File: config.mk
export PLATFORM = sky130hd
export DESIGN_NAME = fewc_store
export DESIGN_NICKNAME = d
export VERILOG_FILES = /design/src/sv/fewc_pkg.sv /design/src/sv/fewc_store.sv
export SDC_FILE = /design/constraint.sdc
export NUM_CORES = 2
export LEC_CHECK = 0
export BUFFER_PORTS_ARGS = -buffer_cell sky130_fd_sc_hd__buf_2
export CORE_UTILIZATION = 39
export DETAILED_ROUTE_END_ITERATION = 10
export PLACE_DENSITY = 0.52
export SLEW_MARGIN = 20
export SYNTH_ARGS = -nofsm -noshare
export SYNTH_HDL_FRONTEND = slang
export SYNTH_SLANG_ARGS = --single-unit
File: constraint.sdc
create_clock -name aclk -period 4.6 [get_ports aclk]
set_input_delay 0.69 -clock aclk [delete_from_list [all_inputs] [get_ports aclk]]
set_output_delay 0.69 -clock aclk [all_outputs]
set_load 0.02 [all_outputs]
File: src/sv/fewc_pkg.sv
`default_nettype none

package fewc_pkg;

    // default geometry
    localparam int UNIT_COUNT_DEF     = 256;
    localparam int UNIT_SIZE_LOG2_DEF = 12;

    // field widths
    localparam int COUNT_W = 16;
    localparam int TOTAL_W = 24;
    localparam int CFG_W   = 16;

    // counter encodings
    localparam logic [COUNT_W-1:0] NEVER_COUNTED = 16'hFFFF;
    localparam logic [COUNT_W-1:0] COUNT_CAP     = 16'hFFFE;
    localparam logic [TOTAL_W-1:0] TOTAL_CAP     = 24'hFFFFFF;

    // register reset values
    localparam logic [15:0] FLUSH_THR_RST = 16'd64;
    localparam logic [7:0]  IDLE_THR_RST  = 8'd60;

    // register indexes
    localparam logic CFG_IDX_FLUSH_THR = 1'b0;
    localparam logic CFG_IDX_IDLE_THR  = 1'b1;

    typedef enum logic [2:0] {
        CMD_CLEAR        = 3'd0,
        CMD_LOAD_ENTRY   = 3'd1,
        CMD_LOAD_DONE    = 3'd2,
        CMD_COUNT_ERASE  = 3'd3,
        CMD_FLUSH_VISIT  = 3'd4,
        CMD_FLUSH_RESULT = 3'd5,
        CMD_SPAN_QUERY   = 3'd6
    } cmd_t;

    typedef enum logic [2:0] {
        ST_INIT_CLEAR,
        ST_IDLE,
        ST_CLEAR,
        ST_RMW,
        ST_SPAN,
        ST_RESP
    } state_t;

    // control from the sequencer to the span accumulator
    typedef struct packed {
        logic clr;
        logic acc;
    } span_ctl_t;

endpackage

`default_nettype wire

File: src/sv/fewc_store.sv
`default_nettype none

module fewc_store
    import fewc_pkg::*;
#(
    parameter int DEPTH = UNIT_COUNT_DEF,
    parameter int AW    = 8
) (
    input  wire logic               aclk,
    input  wire logic               wr_en,
    input  wire logic [AW-1:0]      wr_addr,
    input  wire logic [COUNT_W-1:0] wr_data,
    input  wire logic               rd_en,
    input  wire logic [AW-1:0]      rd_addr,
    output logic      [COUNT_W-1:0] rd_data
);

    logic [COUNT_W-1:0] mem [DEPTH];

    // write port
    always_ff @(posedge aclk) begin
        if (wr_en) begin
            mem[wr_addr] <= wr_data;
        end
    end

    // registered read port
    always_ff @(posedge aclk) begin
        if (rd_en) begin
            rd_data <= mem[rd_addr];
        end
    end

endmodule

`default_nettype wire

==> impl_metrics.toml <==
[status]
status = "complete, no violations"

[hold_path]
hold_path.class = "input port to flip-flop"
min_delay_worst_endpoint = "mem[240][8]"
min_path_cells = 1
hold_start = "wr_data[8]"

[final_layout]
fillers = 34220
fin_cells = 13790
drive_above_1_share = 0.2725
multi_input_area_um2 = 33190
finish.net_count = 8020
ff_latch_area_um2 = 123500
synthToLayoutAreaGrowth_pct = 15.22

[synth]
ys_warn_count = 0
ys.flop_type = "edfxtp_1"
avgSynthCellArea_um2 = 21.59
yosysMostFrequentCell = "edfxtp_1"
ys_async_sr_fraction = 0
ys_seq_area_frac = 0.7772
synth_edf_count = 4112
synth.ff_latch_count = 4112
netlist_area_um2 = 158900
synth_nets = 7395
synth_cell_type_count = 51
synth_area_leaders = "edfxtp_1, mux4_2, mux2i_1"
synth_top_area_frac = 0.7772
synth_cells = 7360
synth_commonest_cells = "edfxtp_1, mux4_2, mux2i_1, nor2_1, o221ai_1"
yosys.area.top_type = "edfxtp_1"

[run]
maxCapViolCount = 0

[setup_path]
crit_type = "input port to flip-flop"
crit_path_frequent_cell = "buf_12"
critPathMaxFanout = 45
crit_slowest_cell = "o32ai_1"
critPathMaxStageDelay_ns = 0.99
end_kind = "flip-flop"
r2r_start = "mem[11][15]"
crit_chain = "buf_12, buf_12, mux4_2, mux2_2, a22oi_1, nand2_1, o32ai_1, buf_4, nor4_1"
regToRegEndpoint = "rd_data[15]"
cp_data_arrival_time_ns = 4.42
r2r_setup_slack_ns = 1.19
r2r_cells = 7
cp_data_required_time_ns = 5.34
worstSetupStartpointType = "input port"

[floorplanning]
pin_count = 51
start_util = 0.3915
core_region_area_um2 = 405800
fp.dieW_um = 640.3
num_rows = 234
die_area_um2 = 409900
die_y_um = 640.3

[sta]
finClkSkew_ns = 0.08165
hold_violations = 0
fin_crit_sh = 0.8006
slew_headroom = 0.1729
finalSetupViolations = 0
fin_ws_ns = 0.9174
tightest_slew_ns = 1.241
fin_crit_ns = 3.683
fmax_mhz = 271.5
rsz0062_at_grt = "false"
report.final.slew_viol_count = 0

[power]
p_per_area_nw_per_um2 = 432.6
ir_worst_vdd_mv = 0.2894
p_leak_nw = 57.87

[clock_tree]
tritoncts = "done"
clk_latency_ns = 1.00
clkSlewWorstSetupHoldPaths_ns = 0.06
ctsLongestPathBuffers = 4
cts-buffers-inserted = 431
cts.repair.resized = 0
hold_buffers = 0
clock_sinks = 4112
post_cts_buffers = 0
cts_root_buffer = "clkbuf_16"
h-tree-depth = 5

[global_routing]
track_usage = 0.2190
grt_pass1_vias = 79170
antenna_found_initial = 27
grt-ovfl-total = 0
grt_pass1_wl_um = 631800
grt_max_degree = 140

[drt]
wl_per_cell_um = 32.92
routed_wl_um = 454000
ant_nets = 0
drc = 0
via_per_inst = 5.756
drtIter0Drc = 9018
first_pass_iters = 5
vias = 79390

[place]
place_hpwl_um = 273800
dp_cells = 12980
pre_cts_ws_ns = -0.1373
routabilityCongestion = 0.8339
io_buffers = 50
==> state kept, by name, indices dropped and copies added (netlist names) <==
name and cells:
mem 4096, rd_data 16
==> layout make-up <==
class	count	area share
clock inverters	259	0.01298
repair buffers	644	0.03217
clock buffers	538	0.06158
multi-input cells	2792	0.1813
well taps	5428	0.03710
flip-flops and latches	4112	0.6745
diodes	15	0.0002050
inverters	4	0.0001504
==> how the worst max path moves through the flow <==
stage | slack [ns] | endpoint | cells after the start | startpoint
3_5_place_dp | -0.14 | rd_data[15] | 10 | rd_addr[1]
2_1_floorplan | 1.66 | rd_data[4] | 8 | rd_addr[0]
4_1_cts | 0.91 | rd_data[15] | 10 | rd_addr[1]
6_report | 0.92 | rd_data[15] | 9 | rd_addr[0]
3_3_place_gp | -0.13 | rd_data[15] | 10 | rd_addr[1]
5_1_grt | 0.94 | rd_data[15] | 9 | rd_addr[0]
==> per-layer routing <==
| layer | vias to the layer above | track usage | share of wire |
|---|---|---|---|
| met2 | 2991 | 0.3526 | 0.48 |
| met3 | 574 | 0.03700 | 0.071 |
| met4 | 4 | 0.06726 | 0.032 |
| li1 | 32650 | - | - |
| met1 | 43170 | 0.3058 | 0.42 |
| met5 | - | 0 | 0.000075 |
==> cell families after synthesis <==
group / count (synthesis) / synth area share
compound gates: 786 / 0.03534
mux: 1450 / 0.1548
simple gates: 556 / 0.01573
flops: 4112 / 0.7772
buf+inv: 456 / 0.01692
==> per-stage QoR <==
step	power, mW	TNS, ns	util	hold slack, ns	instance area (µm²)
floorplan	44.20	0	-	0.7889	158900
global placement	46.24	-0.1915	0.4173	1.191	169400
detailed placement	46.30	-0.1865	0.4174	1.196	169400
CTS	79.83	0	0.4510	0.1275	183000
global route	81.33	0	0.4511	0.1453	183000
finish	79.20	0	0.4511	0.1545	183100
==> worst max-delay path: cells and delay by family <==
family,cells,cell delay [ns]
buf+inv,3,0.91
mux,2,0.86
simple gates,2,0.36
compound gates,2,1.38
==> placed cells by master, fill, tap and decap left out, types with 7 or more instances in the layout <==
cell	synthesis	layout
a211oi_1	18	18
a21oi_1	175	175
a221oi_1	28	28
a22o_1	32	32
a22oi_1	43	43
and3_1	11	11
buf_12	5	79
buf_2	76	29
buf_4	26	517
buf_8	11	17
bufinv_16	0	29
clkbuf_1	230	103
clkbuf_16	0	435
clkinv_1	0	121
clkinv_16	0	12
clkinv_2	0	69
clkinvlp_4	0	9
diode_2	0	15
edfxtp_1	4112	4112
inv_16	0	7
mux2_2	88	88
mux2i_1	565	565
mux4_2	797	797
nand2_1	38	36
nand3_1	35	26
nand3_2	0	9
nand4_1	26	26
nor2_1	304	164
nor2_2	0	138
nor2b_1	9	9
nor3_1	92	88
nor4_1	17	17
o21ai_0	37	31
o21ai_1	1	7
o221ai_1	252	252
o22ai_1	148	148
o31ai_1	16	15
o32ai_1	20	19
==> where the power goes <==
part	total, mW	switching [mW]	internal [mW]
logic	4.07	2.68	1.40
clock network	33.7	14.7	19.1
registers	41.4	0.0582	41.3
(Power assumes the default switching activity.)
