--- src/sv/fewc_pkg.sv ---
`default_nettype none

package fewc_pkg;

    // default geometry
    localparam int UNIT_COUNT_DEF     = 256;
    localparam int UNIT_SIZE_LOG2_DEF = 12;

    // field widths
    localparam int COUNT_W = 16;
    localparam int TOTAL_W = 24;
    localparam int CFG_W   = 16;

    // counter encodings
    localparam logic [COUNT_W-1:0] NEVER_COUNTED = 16'hFFFF;
    localparam logic [COUNT_W-1:0] COUNT_CAP     = 16'hFFFE;
    localparam logic [TOTAL_W-1:0] TOTAL_CAP     = 24'hFFFFFF;

    // register reset values
    localparam logic [15:0] FLUSH_THR_RST = 16'd64;
    localparam logic [7:0]  IDLE_THR_RST  = 8'd60;

    // register indexes
    localparam logic CFG_IDX_FLUSH_THR = 1'b0;
    localparam logic CFG_IDX_IDLE_THR  = 1'b1;

    typedef enum logic [2:0] {
        CMD_CLEAR        = 3'd0,
        CMD_LOAD_ENTRY   = 3'd1,
        CMD_LOAD_DONE    = 3'd2,
        CMD_COUNT_ERASE  = 3'd3,
        CMD_FLUSH_VISIT  = 3'd4,
        CMD_FLUSH_RESULT = 3'd5,
        CMD_SPAN_QUERY   = 3'd6
    } cmd_t;

    typedef enum logic [2:0] {
        ST_INIT_CLEAR,
        ST_IDLE,
        ST_CLEAR,
        ST_RMW,
        ST_SPAN,
        ST_RESP
    } state_t;

    // control from the sequencer to the span accumulator
    typedef struct packed {
        logic clr;
        logic acc;
    } span_ctl_t;

endpackage

`default_nettype wire

--- src/sv/fewc_span.sv ---
`default_nettype none

module fewc_span
    import fewc_pkg::*;
(
    input  wire logic               aclk,
    input  wire logic               aresetn,
    input  wire span_ctl_t          ctl,
    input  wire logic [COUNT_W-1:0] rd_data,
    output logic      [COUNT_W-1:0] span_max,
    output logic      [TOTAL_W-1:0] span_total
);

    logic [COUNT_W-1:0] max_reg, max_next;
    logic [TOTAL_W-1:0] sum_reg, sum_next;
    logic [TOTAL_W:0]   sum_wide;

    // running maximum and saturating sum
    always_comb begin
        max_next = max_reg;
        sum_next = sum_reg;
        sum_wide = {1'b0, sum_reg} + (TOTAL_W + 1)'(rd_data);
        if (ctl.clr) begin
            max_next = '0;
            sum_next = '0;
        end else if (ctl.acc) begin
            if (rd_data > max_reg) begin
                max_next = rd_data;
            end
            if (sum_wide > {1'b0, TOTAL_CAP}) begin
                sum_next = TOTAL_CAP;
            end else begin
                sum_next = sum_wide[TOTAL_W-1:0];
            end
        end
    end

    always_ff @(posedge aclk) begin
        if (!aresetn) begin
            max_reg <= '0;
            sum_reg <= '0;
        end else begin
            max_reg <= max_next;
            sum_reg <= sum_next;
        end
    end

    assign span_max   = max_reg;
    assign span_total = sum_reg;

endmodule

`default_nettype wire

--- config.mk ---
export PLATFORM = sky130hd
export DESIGN_NAME = fewc_span
export DESIGN_NICKNAME = d
export VERILOG_FILES = /design/src/sv/fewc_pkg.sv /design/src/sv/fewc_span.sv
export SDC_FILE = /design/constraint.sdc
export NUM_CORES = 1
export LEC_CHECK = 0
export ABC_AREA = 0
export BUFFER_PORTS_ARGS = -buffer_cell sky130_fd_sc_hd__buf_4
export CELL_PAD_IN_SITES_DETAIL_PLACEMENT = 0
export CELL_PAD_IN_SITES_GLOBAL_PLACEMENT = 1
export CORE_ASPECT_RATIO = 1.2
export CORE_UTILIZATION = 44
export CTS_CLUSTER_DIAMETER = 80
export DETAILED_ROUTE_END_ITERATION = 8
export PLACE_DENSITY_LB_ADDON = 0.12
export RECOVER_POWER = 100
export SETUP_SLACK_MARGIN = 0.15
export SLEW_MARGIN = 40
export SYNTH_ARGS = -nofsm -noshare
export SYNTH_HDL_FRONTEND = slang
export SYNTH_SLANG_ARGS = --single-unit
--- constraint.sdc ---
create_clock -name aclk -period 5.2 [get_ports aclk]
set_input_delay 0.78 -clock aclk [delete_from_list [all_inputs] [get_ports aclk]]
set_output_delay 0.78 -clock aclk [all_outputs]
set_load 0.03 [all_outputs]
==> results of run 1 <==
==> stage by stage <==
| step | cell area, sq um | std cells | util [%] |
|---|---|---|---|
| 2_1_floorplan | 2830 | 333 | - |
| 3_3_place_gp | 3300 | 461 | 53.8 |
| 3_5_place_dp | 3300 | 461 | 53.9 |
| 4_1_cts | 3380 | 468 | 55.1 |
| 5_1_grt | 3140 | 468 | 51.2 |
| 6_report | 3140 | 468 | 51.2 |
==> routing by layer <==
layer | part of all wire [%] | vias up | routed length [microns]
met3 | 4.5 | 9 | 317
met2 | 49 | 61 | 3440
met4 | 1.4 | 0 | 101
met5 | 0 | - | 0
li1 | - | 1320 | -
met1 | 45 | 1195 | 3110
==> worst max-delay path, cell delays in order <==
cell	delay, ns
clkbuf_1	0.11
ha_1	0.31
nand3_1	0.11
nor3_1	0.30
o21ai_0	0.15
a21oi_1	0.49
clkbuf_1	0.85
nand3_1	0.16
o31ai_1	0.11
==> cell type report <==
class,count,area (sq um),share of cell area [%]
multi-input cells,255,1770,56.5
flip-flops and latches,40,801,25.5
repair buffers,61,297,9.45
well taps,82,103,3.27
inverters,23,86.3,2.75
clock buffers,6,72.6,2.31
clock inverters,1,5.00,0.160
==> cells in the mapped netlist (all sizes together) (4+ instances only) <==
library cell,count
a21oi,51
dfxtp,40
ha,32
o21ai,30
inv,23
nand2,21
nand3,20
nor2,15
o31ai,15
nand4,9
buf,8
xor2,8
clkbuf,7
xnor2,7
nor3,6
nor2b,5
a21o,4
nand2b,4
==> power by group through the flow <==
stage | clock, mW | sequential [mW] | combinational (mW)
2_1_floorplan | 0 | 0.351 | 0.128
3_3_place_gp | 0 | 0.332 | 0.203
4_1_cts | 0.208 | 0.325 | 0.205
6_report | 0.199 | 0.325 | 0.185
5_1_grt | 0.222 | 0.326 | 0.205
3_5_place_dp | 0 | 0.332 | 0.204
==> path summary, 6_finish.rpt <==
path	to	slack (ns)	cells past startpoint
worst max-delay path	span_max[12]	2.01	9
worst min-delay path	span_max[0]	0.49	2
worst max register to register	span_max[12]	2.26	9
worst min register to register	span_max[0]	0.49	2
==> sequential cells by signal (all words and copies together) (netlist names) <==
| register | count |
|---|---|
| span_max | 16 |
| span_total | 24 |
==> kinds of logic after synthesis <==
family          share of synthesized area [%]
flops                                    28.3
mux                                     0.354
buf+inv                                  6.46
fa+ha+maj                                14.9
xor+xnor                                 4.64
simple gates                             16.4
compound gates                           29.0
==> impl_metrics.csv, run 1 <==
group,metric,value,unit
worst_setup_path,r2r-start,"span_max[14]",
power,ir_drop,0.000112,V
worst_setup_path,worstPathRequired,5.39,ns
logic_synthesis,syn_inst,333,
job,maxCapViolCount,0,
sta,fin_skew,0.00544,ns
final_layout,fillCellCount,685,
route,vias,2585,
logic_synthesis,async_flop_share,0,%
logic_synthesis,yosys.area.top_type,"dfxtp_1",
logic_synthesis,synthTopCellsByArea,"dfxtp_1, ha_1, a21oi_1, a21oi_4, o21ai_0",
cts,numCtsBuffers,5,
route,drtIter0Drc,71,
power,p_leak,1.18,nW
cts,cts_resized,0,
run_status,status,"finished clean",
global_route,grt_start_max_net_pins,34,
place,port_buffers,59,
logic_synthesis,synth-seq-area-share,28.3,%
global_route,grt_use_met1,28.0,%
power,p_sw,237,uW
power,comb_power_share,26.1,%
cts,cts.htree.levels,2,
route,drc,0,
cts,clockBufferDepth,2,
sta,finalCriticalPeriod,3.19,ns
global_route,grt_overflow,0,
logic_synthesis,synth_top_area_share,28.3,%
logic_synthesis,synth-edff-count,0,
global_route,grt_util_all_layers,21.8,%
floorplan,start_util,46.2,%
logic_synthesis,yosys_warnings,0,
cts,clock_sinks,40,
floorplan,die_h,89.8,microns
logic_synthesis,syn_area_per_cell,8.50,sq um
route,finalWirelength,6.97,mm
cts,hold_buffers,0,
min_path,hp-start,"span_max[0]",
cts,clock_latency,0.29,ns
power,p_total,709,uW
cts,post_cts_buffers,0,
global_route,grt_use_met3,3.70,%
logic_synthesis,synthFlopType,"dfxtp_1",
global_route,antenna_found_initial,0,
sta,slew_viol_final,0,
floorplan,core_area,0.00613,sq mm
floorplan,dieArea,0.00676,sq mm
route,drt-pass1-iter-count,4,
place,post-dp-hpwl,5.31,mm
cts,cts_root_buf,"clkbuf_8",
final_layout,layout_commonest_cell,"a21oi_1",
min_path,hold_class,"reg -> reg",
worst_setup_path,criticalPathCategory,"in -> reg",
power,swShare,33.4,%
logic_synthesis,synth_nets,386,
final_layout,nets,439,
logic_synthesis,synthesis.area,0.00283,sq mm
sta,setup_viol,0,
global_route,grtUsageMet2,36.8,%
floorplan,placementRows,31,
floorplan,die_w,75.2,microns
worst_setup_path,critPathMaxFanout,26,
sta,tns,0,ns
sta,slew_headroom,29.5,%
sta,rsz0062_at_grt,"no",
cts,cts_tree,"built",
final_layout,diodes,0,
route,vias_per_cell,5.52,
final_layout,drive_gt1_share,10.4,%
route,antenna_left,0,
place,dpl_worst_slack,2.35,ns
logic_synthesis,synth-seq-cells,40,
logic_synthesis,yosysUniqueCellTypes,49,
sta,hold_ws,0.493,ns
global_route,grt_pass1_wl,11.4,mm
power,pwr-share-seq,45.8,%
worst_setup_path,crit_arrival,3.38,ns
sta,fmax,0.314,GHz
sta,period_share,61.3,%
final_layout,area_delta_synth_final,10.9,%
worst_setup_path,crit_path_start_kind,"primary input",
route,wire_per_inst,14.9,microns
global_route,grt_pass1_vias,2401,
global_route,busiest_layer,"met2",
final_layout,layout_common_cells,"a21oi_1, clkbuf_1, dfxtp_1",
floorplan,io_pins,60,
place,gp_congestion,0.892,
power,internal-power,472,uW
worst_setup_path,crit_path_start,"rd_data[14]",
sta,layout_setup_ws,2.01,ns
sta,hold_viol,0,
sta,worstMarginPinSlew,1.06,ns
power,p_clk_share,28.1,%
cts,path_clk_slew,0.08,ns
power,powerDensity,226,mW/mm^2
worst_setup_path,endpoint_kind,"flop",
Power figures use the tool's default switching activity.
==> run 2, diff against run 1 <==
CORE_UTILIZATION = 41   (was 44)
clock period = 3.3 ns   (was 5.2 ns; I/O delays follow)
==> run 2 against run 1 <==
  * Power up 65%
  * Largest power group unchanged
  * Worst setup slack worse by 1.4 ns
  * Non-clock buffer count did not move
  * Via count decreased by 0.77%
  * Combinational power grew 64%
  * Critical endpoint is now span_total[22]
  * Flip-flop and latch count unchanged
==> impl_metrics.csv, run 2 (same netlist as run 1, synthesis figures left out) <==
group,metric,value,unit
final_layout,fin_area,0.00322,sq mm
cts,post_cts_buffers,0,
final_layout,largest_reg_flops,24,
cts,clock_latency,0.30,ns
place,port_buffers,59,
cts,path_clk_slew,0.08,ns
worst_setup_path,reg2reg_depth,10,
worst_setup_path,criticalPathCategory,"reg -> reg",
sta,period_share,81.2,%
worst_setup_path,worstPathRequired,3.50,ns
route,vias,2565,
sta,finalCriticalPeriod,2.68,ns
floorplan,placementRows,32,
worst_setup_path,rrSetupSlack,0.62,ns
worst_setup_path,critPathMaxFanout,6,
place,dp.cells,464,
route,vias_per_cell,5.43,
worst_setup_path,critical_path.cell_chain,"ha_1 > inv_1 > fa_1 > nand2b_1 > a21oi_1 > a221oi_2 > o21ai_2 > nor2b_1 > a21oi_1 > a311oi_1",
route,drc,0,
floorplan,core_area,0.00657,sq mm
min_path,hold_class,"in -> reg",
cts,cts_root_buf,"clkbuf_8",
cts,cts_tree,"built",
power,powerDensity,363,mW/mm^2
worst_setup_path,crit_arrival,2.88,ns
final_layout,diodes,0,
global_route,grt_pass1_vias,2349,
final_layout,layout_commonest_cell,"a21oi_1",
sta,fmax,0.373,GHz
floorplan,start_util,43.1,%
place,placed_area,0.00331,sq mm
power,p_leak,1.21,nW
global_route,grt_start_max_net_pins,25,
sta,fin_skew,0.00351,ns
final_layout,layout_common_cells,"a21oi_1, clkbuf_1, dfxtp_1",
sta,hold_viol,0,
worst_setup_path,crit_slowest_cell,"nor2b_1",
worst_setup_path,worstReg2RegEnd,"span_total[22]",
run_status,status,"finished clean",
worst_setup_path,worstPathBufferInverterCount,1,
route,drtIter0Drc,108,
sta,slew_headroom,43.3,%
worst_setup_path,critPathMaxStageDelay,0.42,ns
cts,cts_resized,0,
global_route,grt_pass1_wl,11.7,mm
worst_setup_path,endpoint_kind,"flop",
route,wire_per_inst,15.3,microns
global_route,grt_overflow,0,
sta,setup_viol,0,
worst_setup_path,r2r-start,"span_total[0]",
cts,clock_sinks,40,
cts,clockBufferDepth,2,
cts,numCtsBuffers,5,
final_layout,drive_gt1_share,13.2,%
sta,tns,0,ns
route,drt-pass1-iter-count,4,
place,gp_congestion,0.825,
worst_setup_path,crit_end,"span_total[22]",
job,maxCapViolCount,0,
worst_setup_path,crit_cells,10,
floorplan,io_pins,60,
route,finalWirelength,7.20,mm
final_layout,area_delta_synth_final,13.8,%
cts,hold_buffers,0,
route,antenna_left,0,
final_layout,final_cells,472,
power,ir_drop,0.000172,V
global_route,antenna_found_initial,0,
worst_setup_path,crit_top_cell,"a21oi_1",
floorplan,die_w,77.8,microns
place,post-dp-hpwl,5.51,mm
global_route,grt_util_all_layers,20.9,%
worst_setup_path,crit_path_start_kind,"flop",
sta,worstMarginPinSlew,0.851,ns
final_layout,nets,439,
cts,cts.htree.levels,2,
sta,slew_viol_final,0,
floorplan,dieArea,0.00724,sq mm
worst_setup_path,cpLargestDelayFamily,"compound AO/OA/AOI/OAI gates",
floorplan,die_h,93.0,microns
sta,rsz0062_at_grt,"no",
worst_setup_path,crit_path_start,"span_total[0]",
final_layout,fillCellCount,703,
-- run 2: changes by cell type in the layout (fill, tap and decap cells not counted), sizes merged --
cell / previous run / this run
clkbuf: 49 / 46
clkinv: 1 / 2
buf: 18 / 21
-- run 2: routing by layer --
layer / GRT usage (%) / share of wire, % / wire length, microns
met3: 3.80 / 3.9 / 279
met1: 26.1 / 46 / 3330
met5: 0 / 0 / 0
met4: 5.19 / 1.0 / 72
met2: 36.9 / 49 / 3510
-- run 2: area by class of cell --
| class | instances | area [sq um] | share of cell area [%] |
|---|---|---|---|
| inverters | 23 | 86.3 | 2.68 |
| repair buffers | 61 | 308 | 9.56 |
| multi-input cells | 255 | 1830 | 56.7 |
| clock inverters | 2 | 10.0 | 0.311 |
| well taps | 85 | 106 | 3.30 |
| clock buffers | 6 | 82.6 | 2.56 |
| flip-flops and latches | 40 | 801 | 24.9 |
-- run 2: how the worst min path moves through the flow --
| stage | start | to | slack, ns | cells after the start |
|---|---|---|---|---|
| 2_1_floorplan | span_max[0] | span_max[0] | 0.59 | 2 |
| 3_3_place_gp | span_max[0] | span_max[0] | 0.48 | 2 |
| 3_5_place_dp | span_max[0] | span_max[0] | 0.49 | 2 |
| 4_1_cts | rd_data[0] | span_max[0] | 0.44 | 3 |
| 5_1_grt | rd_data[3] | span_max[3] | 0.45 | 3 |
| 6_report | rd_data[0] | span_max[0] | 0.44 | 3 |
-- run 2: worst reg2reg max path: cells and delay by family, from the launching register on --
family | cells | cell delay [ns]
DFF | 1 | 0.35
adders and majority gates | 2 | 0.58
AOI/OAI and AO/OA | 5 | 0.96
buffers and inverters | 1 | 0.06
and+or+nand+nor | 2 | 0.62
-- run 2: power by group --
part | switching (mW) | leakage (nW) | internal [mW]
Combinational | 0.199 | 0.832 | 0.106
Clock | 0.186 | 0.0510 | 0.167
Sequential | 0.0120 | 0.325 | 0.499
Total | 0.397 | 1.21 | 0.772
-- run 2: per-stage QoR --
step	power [mW]	util (%)	hold WS, ns	setup slack, ns
6_report	1.17	49.0	0.439	0.622
5_1_grt	1.24	49.0	0.447	0.351
4_1_cts	1.20	51.8	0.436	0.891
3_5_place_dp	0.845	50.3	0.485	0.672
3_3_place_gp	0.843	50.3	0.476	0.682
2_1_floorplan	0.754	-	0.591	0.886
